<file path="src/rtl/three_wire_rtc_serial_master_macros.svh">
// Assertion macros shared by the three-wire serial master RTL.
`ifndef THREE_WIRE_RTC_SERIAL_MASTER_MACROS_SVH
`define THREE_WIRE_RTC_SERIAL_MASTER_MACROS_SVH

`ifndef SYNTHESIS

// Check a property on every rising clock edge outside reset.
`define TW_RTC_ASSERT(lbl, clk, rstn, prop) \
  lbl: assert property (@(posedge clk) disable iff (!(rstn)) (prop)) \
    else $error("tw_rtc assertion failed");

// Same check with a caller-supplied message.
`define TW_RTC_ASSERT_MSG(lbl, clk, rstn, prop, msg) \
  lbl: assert property (@(posedge clk) disable iff (!(rstn)) (prop)) \
    else $error(msg);

`else

`define TW_RTC_ASSERT(lbl, clk, rstn, prop)
`define TW_RTC_ASSERT_MSG(lbl, clk, rstn, prop, msg)

`endif

`endif

</file>
<file path="src/rtl/tw_rtc_pkg.sv">
// Package: types and constants of the three-wire serial master.
package tw_rtc_pkg;

  // Delay units spent before the command byte of a write.
  localparam logic [3:0] SETUP_UNITS = 4'd4;

  localparam int unsigned TpuWidth = 10;

  typedef enum logic [2:0] {
    PH_IDLE  = 3'd0,
    PH_SETUP = 3'd1,
    PH_WPRE  = 3'd2,
    PH_WSET  = 3'd3,
    PH_WHIGH = 3'd4,
    PH_RPRE  = 3'd5,
    PH_RHIGH = 3'd6,
    PH_RLOW  = 3'd7
  } phase_e;

  typedef enum logic {
    OP_WRITE = 1'b0,
    OP_READ  = 1'b1
  } opcode_e;

  // Pin levels and status produced by one tick.
  typedef struct packed {
    logic       chip_enable;
    logic       serial_clock;
    logic       data_pin_out;
    logic       data_drive_enable;
    logic       busy;
    logic       done;
    logic [7:0] read_byte;
  } result_t;

endpackage

</file>
<file path="src/rtl/tw_rtc_seq.sv">
// Pin sequencer: transaction state and next-tick logic of the serial master.
`include "three_wire_rtc_serial_master_macros.svh"

module tw_rtc_seq import tw_rtc_pkg::*; (
  input  logic                clk_i,
  input  logic                rst_ni,
  input  logic                cfg_wr_en_i,
  input  logic [TpuWidth-1:0] cfg_wr_data_i,
  input  logic                accept_i,
  input  logic                start_req_i,
  input  logic                opcode_i,
  input  logic [7:0]          command_i,
  input  logic [7:0]          write_data_i,
  input  logic                data_pin_in_i,
  output result_t             res_o
);

  phase_e              phase_q, phase_d;
  logic [2:0]          bit_q, bit_d;
  logic [TpuWidth-1:0] cnt_q, cnt_d;
  logic [3:0]          unit_q, unit_d;
  logic [7:0]          shift_out_q, shift_out_d;
  logic [7:0]          second_byte_q, second_byte_d;
  logic                is_read_q, is_read_d;
  logic                second_q, second_d;
  logic [7:0]          shift_in_q, shift_in_d;
  logic [7:0]          read_result_q, read_result_d;
  logic                ce_q, ce_d;
  logic                sclk_q, sclk_d;
  logic                dat_q, dat_d;
  logic                drv_q, drv_d;
  logic [TpuWidth-1:0] tpu_q;

  logic [TpuWidth-1:0] tpu_eff;
  logic [TpuWidth:0]   cnt_inc;
  logic                unit_end;
  logic                done;
  logic [2:0]          bit_nx;

  // A unit length of zero behaves as one tick.
  assign tpu_eff  = (tpu_q == '0) ? TpuWidth'(1) : tpu_q;
  assign cnt_inc  = {1'b0, cnt_q} + (TpuWidth+1)'(1);
  assign unit_end = (cnt_inc >= {1'b0, tpu_eff});
  assign bit_nx   = bit_q + 3'd1;

  always_comb begin
    phase_d       = phase_q;
    bit_d         = bit_q;
    cnt_d         = cnt_q;
    unit_d        = unit_q;
    shift_out_d   = shift_out_q;
    second_byte_d = second_byte_q;
    is_read_d     = is_read_q;
    second_d      = second_q;
    shift_in_d    = shift_in_q;
    read_result_d = read_result_q;
    ce_d          = ce_q;
    sclk_d        = sclk_q;
    dat_d         = dat_q;
    drv_d         = drv_q;
    done          = 1'b0;

    if (phase_q == PH_IDLE) begin
      if (start_req_i) begin
        is_read_d     = opcode_i;
        shift_out_d   = command_i;
        second_byte_d = write_data_i;
        second_d      = 1'b0;
        bit_d         = 3'd0;
        ce_d          = 1'b1;
        sclk_d        = 1'b0;
        cnt_d         = '0;
        if ((opcode_i == OP_WRITE) && (SETUP_UNITS != 4'd0)) begin
          phase_d = PH_SETUP;
          unit_d  = SETUP_UNITS;
        end else begin
          drv_d   = 1'b1;
          phase_d = PH_WPRE;
          unit_d  = 4'd1;
        end
      end
    end else if (!unit_end) begin
      cnt_d = cnt_inc[TpuWidth-1:0];
    end else begin
      cnt_d = '0;
      if (unit_q > 4'd1) begin
        unit_d = unit_q - 4'd1;
      end else begin
        // Current wait is over: take the next step of the sequence.
        unit_d = 4'd1;
        case (phase_q)
          PH_SETUP: begin
            bit_d   = 3'd0;
            drv_d   = 1'b1;
            sclk_d  = 1'b0;
            phase_d = PH_WPRE;
          end
          PH_WPRE: begin
            dat_d   = shift_out_q[bit_q];
            phase_d = PH_WSET;
          end
          PH_WSET: begin
            sclk_d  = 1'b1;
            phase_d = PH_WHIGH;
          end
          PH_WHIGH: begin
            sclk_d = 1'b0;
            if (bit_q == 3'd7) begin
              bit_d = 3'd0;
              if (second_q) begin
                sclk_d  = 1'b1;
                ce_d    = 1'b0;
                phase_d = PH_IDLE;
                unit_d  = 4'd0;
                done    = 1'b1;
              end else if (is_read_q) begin
                second_d   = 1'b1;
                drv_d      = 1'b0;
                shift_in_d = 8'd0;
                phase_d    = PH_RPRE;
              end else begin
                second_d    = 1'b1;
                shift_out_d = second_byte_q;
                drv_d       = 1'b1;
                phase_d     = PH_WPRE;
              end
            end else begin
              bit_d   = bit_nx;
              dat_d   = shift_out_q[bit_nx];
              phase_d = PH_WSET;
            end
          end
          PH_RPRE: begin
            shift_in_d[bit_q] = data_pin_in_i;
            sclk_d            = 1'b1;
            phase_d           = PH_RHIGH;
          end
          PH_RHIGH: begin
            sclk_d  = 1'b0;
            phase_d = PH_RLOW;
          end
          PH_RLOW: begin
            if (bit_q == 3'd7) begin
              bit_d         = 3'd0;
              read_result_d = shift_in_q;
              sclk_d        = 1'b1;
              ce_d          = 1'b0;
              phase_d       = PH_IDLE;
              unit_d        = 4'd0;
              done          = 1'b1;
            end else begin
              bit_d              = bit_nx;
              shift_in_d[bit_nx] = data_pin_in_i;
              sclk_d             = 1'b1;
              phase_d            = PH_RHIGH;
            end
          end
          default: begin
            phase_d = PH_IDLE;
          end
        endcase
      end
    end
  end

  always_comb begin
    res_o.chip_enable       = ce_d;
    res_o.serial_clock      = sclk_d;
    res_o.data_pin_out      = dat_d;
    res_o.data_drive_enable = drv_d;
    res_o.busy              = (phase_d != PH_IDLE);
    res_o.done              = done;
    res_o.read_byte         = read_result_d;
  end

  always_ff @(posedge clk_i or negedge rst_ni) begin
    if (!rst_ni) begin
      tpu_q <= TpuWidth'(1);
    end else if (cfg_wr_en_i) begin
      tpu_q <= cfg_wr_data_i;
    end
  end

  always_ff @(posedge clk_i or negedge rst_ni) begin
    if (!rst_ni) begin
      phase_q       <= PH_IDLE;
      bit_q         <= '0;
      cnt_q         <= '0;
      unit_q        <= '0;
      shift_out_q   <= '0;
      second_byte_q <= '0;
      is_read_q     <= 1'b0;
      second_q      <= 1'b0;
      shift_in_q    <= '0;
      read_result_q <= '0;
      ce_q          <= 1'b0;
      sclk_q        <= 1'b0;
      dat_q         <= 1'b0;
      drv_q         <= 1'b0;
    end else if (accept_i) begin
      phase_q       <= phase_d;
      bit_q         <= bit_d;
      cnt_q         <= cnt_d;
      unit_q        <= unit_d;
      shift_out_q   <= shift_out_d;
      second_byte_q <= second_byte_d;
      is_read_q     <= is_read_d;
      second_q      <= second_d;
      shift_in_q    <= shift_in_d;
      read_result_q <= read_result_d;
      ce_q          <= ce_d;
      sclk_q        <= sclk_d;
      dat_q         <= dat_d;
      drv_q         <= drv_d;
    end
  end

  `TW_RTC_ASSERT(a_idle_holds, clk_i, rst_ni,
    accept_i && (phase_q == PH_IDLE) && !start_req_i |=> (phase_q == PH_IDLE))
  `TW_RTC_ASSERT(a_ce_tracks_busy, clk_i, rst_ni, ce_q == (phase_q != PH_IDLE))
  `TW_RTC_ASSERT_MSG(a_wait_nonzero, clk_i, rst_ni,
    (phase_q != PH_IDLE) |-> (unit_q != 4'd0), "busy with an empty wait count")

endmodule

</file>
<file path="src/rtl/tw_rtc_out_reg.sv">
// Result register between the sequencer and the output channel.
module tw_rtc_out_reg import tw_rtc_pkg::*; (
  input  logic    clk_i,
  input  logic    rst_ni,
  input  logic    load_i,
  input  result_t res_i,
  input  logic    take_i,
  output logic    valid_o,
  output result_t res_o
);

  logic    valid_q, valid_d;
  result_t res_q;

  // Load a new result, or drop the one that was just taken.
  assign valid_d = load_i | (valid_q & ~take_i);

  always_ff @(posedge clk_i or negedge rst_ni) begin
    if (!rst_ni) begin
      valid_q <= 1'b0;
    end else begin
      valid_q <= valid_d;
    end
  end

  always_ff @(posedge clk_i) begin
    if (load_i) begin
      res_q <= res_i;
    end
  end

  assign valid_o = valid_q;
  assign res_o   = res_q;

endmodule

</file>
<file path="src/rtl/three_wire_rtc_serial_master.sv">
// Top level of the three-wire LSB-first serial master for a clock chip.
//
// Every transfer on the input channel is one tick of the pin sequencer. A
// start request taken while idle raises chip enable with the clock low;
// writes wait the setup delay, then shift command and data bytes out LSB
// first, reads shift the command out, release the data line and sample
// eight bits. Each transaction ends with the clock high and chip enable low.
// Every input transfer yields exactly one output transfer carrying the pin
// levels after that tick, busy, a one-tick done flag and the last read byte.
// Output valid rises in the cycle after the input transfer; throughput is
// one transfer per cycle while the receiver does not stall, set by the
// single register stage after the sequencer's next-tick logic.
// The unit length register (ticks per delay unit, zero acts as one) is
// written through cfg_wr_en_i / cfg_wr_data_i and resets to one.
// Reset puts the sequencer idle, all pins low, data line released, read
// byte zero, and empties the result register.
// While the receiver stalls with a result waiting, in_stall_o is raised and
// the sequencer holds; a result being taken frees the stage in that cycle.
`include "three_wire_rtc_serial_master_macros.svh"

module three_wire_rtc_serial_master import tw_rtc_pkg::*; (
  input  logic                clk_i,
  input  logic                rst_ni,
  input  logic                cfg_wr_en_i,
  input  logic [TpuWidth-1:0] cfg_wr_data_i,
  input  logic                in_valid_i,
  output logic                in_stall_o,
  input  logic                start_req_i,
  input  logic                opcode_i,
  input  logic [7:0]          command_i,
  input  logic [7:0]          write_data_i,
  input  logic                data_pin_in_i,
  output logic                out_valid_o,
  input  logic                out_stall_i,
  output logic                chip_enable_o,
  output logic                serial_clock_o,
  output logic                data_pin_out_o,
  output logic                data_drive_enable_o,
  output logic                busy_res_o,
  output logic                done_res_o,
  output logic [7:0]          read_byte_o
);

  logic    in_accept;
  logic    out_take;
  result_t res_next;
  result_t res_out;

  // Stall only when a result is waiting and the receiver holds it.
  assign in_stall_o = out_valid_o & out_stall_i;
  assign in_accept  = in_valid_i & ~in_stall_o;
  assign out_take   = out_valid_o & ~out_stall_i;

  tw_rtc_seq u_seq (
    .clk_i         (clk_i),
    .rst_ni        (rst_ni),
    .cfg_wr_en_i   (cfg_wr_en_i),
    .cfg_wr_data_i (cfg_wr_data_i),
    .accept_i      (in_accept),
    .start_req_i   (start_req_i),
    .opcode_i      (opcode_i),
    .command_i     (command_i),
    .write_data_i  (write_data_i),
    .data_pin_in_i (data_pin_in_i),
    .res_o         (res_next)
  );

  tw_rtc_out_reg u_out_reg (
    .clk_i   (clk_i),
    .rst_ni  (rst_ni),
    .load_i  (in_accept),
    .res_i   (res_next),
    .take_i  (out_take),
    .valid_o (out_valid_o),
    .res_o   (res_out)
  );

  assign chip_enable_o       = res_out.chip_enable;
  assign serial_clock_o      = res_out.serial_clock;
  assign data_pin_out_o      = res_out.data_pin_out;
  assign data_drive_enable_o = res_out.data_drive_enable;
  assign busy_res_o          = res_out.busy;
  assign done_res_o          = res_out.done;
  assign read_byte_o         = res_out.read_byte;

  `TW_RTC_ASSERT(a_stall_needs_result, clk_i, rst_ni, in_stall_o |-> out_valid_o)
  `TW_RTC_ASSERT(a_transfer_gives_result, clk_i, rst_ni, in_accept |=> out_valid_o)
  `TW_RTC_ASSERT_MSG(a_no_invented_result, clk_i, rst_ni,
    !out_valid_o && !in_valid_i |=> !out_valid_o, "result without input transfer")

endmodule

</file>
<file path="config.mk">
export PLATFORM = sky130hd
export DESIGN_NAME = three_wire_rtc_serial_master
export DESIGN_NICKNAME = d
export VERILOG_FILES = /design/src/rtl/tw_rtc_pkg.sv /design/src/rtl/tw_rtc_seq.sv /design/src/rtl/tw_rtc_out_reg.sv /design/src/rtl/three_wire_rtc_serial_master.sv
export VERILOG_INCLUDE_DIRS = /design/src /design/src/rtl
export SDC_FILE = /design/constraint.sdc
export NUM_CORES = 1
export LEC_CHECK = 0
export BUFFER_PORTS_ARGS = -buffer_cell sky130_fd_sc_hd__buf_4
export CORE_UTILIZATION = 25
export DETAILED_ROUTE_END_ITERATION = 6
export GPL_ROUTABILITY_DRIVEN = 0
export PLACE_DENSITY = 0.4
export SLEW_MARGIN = 20
export SYNTH_ARGS = -nofsm -noshare
export SYNTH_HDL_FRONTEND = slang
export SYNTH_SLANG_ARGS = --single-unit
</file>
<file path="constraint.sdc">
create_clock -name clk_i -period 3.9 [get_ports clk_i]
set_input_delay 0.585 -clock clk_i [delete_from_list [all_inputs] [get_ports clk_i]]
set_output_delay 0.585 -clock clk_i [all_outputs]
set_load 0.005 [all_outputs]
</file>
==> results.md <==
* Rel. slew slack at 36.65%
* Die extent in y at 140.3 um
* Clock transition at the registers of the reported paths at 0.06 ns
* Ports at 50
* Initial Util at 25.57%
* Seq/Total Area, Yosys at 44.92%
* Setup TNS at 0 ns
* # clock sinks at 83
* Largest net degree at the start of global routing at 70
* Worst Max-Slew Pin Slew at 0.9502 ns
* Area leader, netlist: dfrtp_1
* Failing checks: DRC
* Post-synth ARST share at 83.13%
* Post-synth EDFFs at 14
* Max-slew violation count at 0
* Detailed Route WL at 12.62 mm
* Data required time at the worst endpoint at 4.00 ns
* Endpoints failing setup at 0
* Synth-to-layout area growth at 19.57%
* Worst R2R Path Depth at 13
* I/O Buffers at 49
* Post-Syn Area at 4782 um2
* Worst vdd ir at 0.2228 mV
* Layout cell share with drive strength beyond 1 at 23.83%
* Lkg Pwr at 2.488 nW
* Gr usage total at 13.63%
* Critical Path Sink Type: flop
* Most frequent cell after synthesis: dfrtp_1
* Critical path launch point type: flop
* Final HPWL DP at 8.936 mm
* Synth warnings at 0
* Routed WL per cell at 16.46 um
* RSZ-0062 raised after global routing: no
* Post-synth top cells: 68 x dfrtp_1, 55 x nand2_1, 36 x o21ai_0, 29 x mux2_2, 29 x nor2_1
* First-pass GRT wire length at 20.69 mm
* Final hold violations at 0
* Status: finished, violations left
* FP Rows at 50
* Number of H-tree levels at 3
* Gr ovfl total at 0
* Worst reg-to-reg setup slack at 0.36 ns
* Vias in the first global route at 3802
* Clock Tree Buf Depth at 2
* Unique masters post-synth at 66
* R2R Path Start: u_seq.cnt_q[0]
* Pre-antenna DRT Iters at 7
* CTS tree: done
* Vias/cell at 5.061
* Syn_nets at 532
* Diode count at 0
* Via count at 3882
* Worst Setup SP: u_seq.cnt_q[0]
* Initial DRC Count at 289
* Setup Buffers After CTS at 0
* Synth top area cells: dfrtp_1 36%, edfxtp_1 8.8%, mux2_2 6.8%
* Min Tclk post-route at 3.537 ns
* FMAX at 282.7 MHz
* Top_reg_cell synth: dfrtp_1
* CTS resizes at 0
* Crit share post-route at 90.70%
* FF+latch count, synth at 83
* Share of the synthesized area in the top cell type at 35.58%
* Setup Skew at 0.008087 ns
* Avg Cell Area, Syn at 9.901 um2
* Antenna violations before repair at 0
* Post-route DRC at 5
* Total Power at 2.953 mW
* Die width at 140.3 um
* Worst hold path class: in2async
* RR Endpoint: u_out_reg.res_o[6]
* Antenna-violating nets left at 0
* CTS Buf Count at 9
* Power Density at 516.5 nW/um2
* Maximum fanout along the worst path at 8
* Die area at 19690 um2
* Crit path kind: reg2reg
* CTS Root Cell: clkbuf_16
* Nets at 577
* Max-cap violations at 0
* Arr. time, crit path at 3.64 ns
* Core ar. at 18710 um2
* Synth Instances at 483
* Hold-fix buffers, CTS at 0
* Worst-Skew Late Latency at 0.35 ns
-- final cells by class --
cell class	count	area, um2
multi-input cells	352	2442
flip-flops and latches	83	2148
fillers	1923	12990
clock inverters	7	68.82
inverters	20	75.07
clock buffers	9	225.2
well taps	234	292.8
repair buffers	62	465.4
-- registers in the layout, summed over array words and instances (netlist names) --
name	flops
u_out_reg.valid_o	1
u_seq.bit_q	3
u_seq.phase_q	3
u_seq.drv_q	1
u_seq.cnt_q	10
u_seq.shift_in_q	8
u_seq.tpu_q	10
u_seq.sclk_q	1
u_seq.is_read_q	1
u_seq.shift_out_q	8
u_seq.dat_q	1
u_out_reg.res_o	14
u_seq.second_byte_q	8
u_seq.unit_q	4
u_seq.second_q	1
u_seq.read_result_q	8
u_seq.ce_q	1
-- layout by cell type (no fill, tap or decap), types with 15 or more instances in the layout --
| cell type | Yosys | routed |
|---|---|---|
| ha_1 | 15 | 15 |
| dfrtp_1 | 68 | 68 |
| buf_4 | 0 | 62 |
| o21ai_0 | 36 | 36 |
| mux2_2 | 29 | 29 |
| inv_1 | 19 | 19 |
| nand2_1 | 55 | 55 |
| nor2_1 | 29 | 29 |
| a21oi_1 | 17 | 17 |
| nand3_1 | 16 | 16 |
-- worst max path at each step --
| stage | endpoint |
|---|---|
| 2_1_floorplan | u_seq.read_result_q[0] |
| 3_3_place_gp | u_seq.read_result_q[4] |
| 3_5_place_dp | u_seq.read_result_q[5] |
| 4_1_cts | u_out_reg.res_o[6] |
| 5_1_grt | u_out_reg.res_o[6] |
| 6_report | u_out_reg.res_o[6] |
-- per-layer routing --
metal / GRT usage, % / routed length, um / share of wire (%)
met5: 0 / 0 / 0
met2: 21.00 / 5650 / 45
met1: 18.39 / 6119 / 48
met3: 2.564 / 547 / 4.3
met4: 6.478 / 305 / 2.4
-- per-stage QoR --
step / setup WS, ns / utilization, % / cell area [um2] / hold WS, ns / cells
floorplan: 0.7034 / - / 4782 / 0.2894 / 483
global placement: 0.4591 / 29.00 / 5424 / 0.4825 / 751
detailed placement: 0.3902 / 29.00 / 5424 / 0.4916 / 751
CTS: 0.3637 / 30.57 / 5718 / 0.4216 / 767
global route: 0.1398 / 30.57 / 5718 / 0.4270 / 767
finish: 0.3628 / 30.57 / 5718 / 0.3749 / 767
-- worst max-delay path, cell delays in order (launching register included) --
cell      delay [ns]
dfrtp_1         0.41
ha_1            0.32
and4_1          0.30
nand2_1         0.09
xnor2_1         0.16
ha_1            0.30
and4_1          0.19
o21ai_0         0.10
o211ai_2        0.33
a21boi_1        0.15
buf_4           0.19
nor3_2          0.17
buf_4           0.23
mux2_2          0.35
-- report_power, final --
group / total, mW / switching (mW) / internal (mW) / leakage, nW
Clock: 0.854 / 0.362 / 0.492 / 0.133
Combinational: 0.931 / 0.551 / 0.381 / 1.33
Sequential: 1.17 / 0.126 / 1.04 / 1.02
-- kinds of logic (layout without fill, tap and decap cells) --
kind of cell             count (synthesis)  count (layout)  share of synthesized area (%)
adder cells (fa/ha/maj)                 16              16                          4.134
flip-flops                              83              83                          44.92
XOR/XNOR                                 8               8                          1.465
AND/OR/NAND/NOR                        157             157                          15.83
buffers and inverters                   48              98                          4.238
AO/OA/AOI/OAI                          123             123                          17.77
multiplexers                            48              48                          11.64
(Power assumes the default switching activity.)
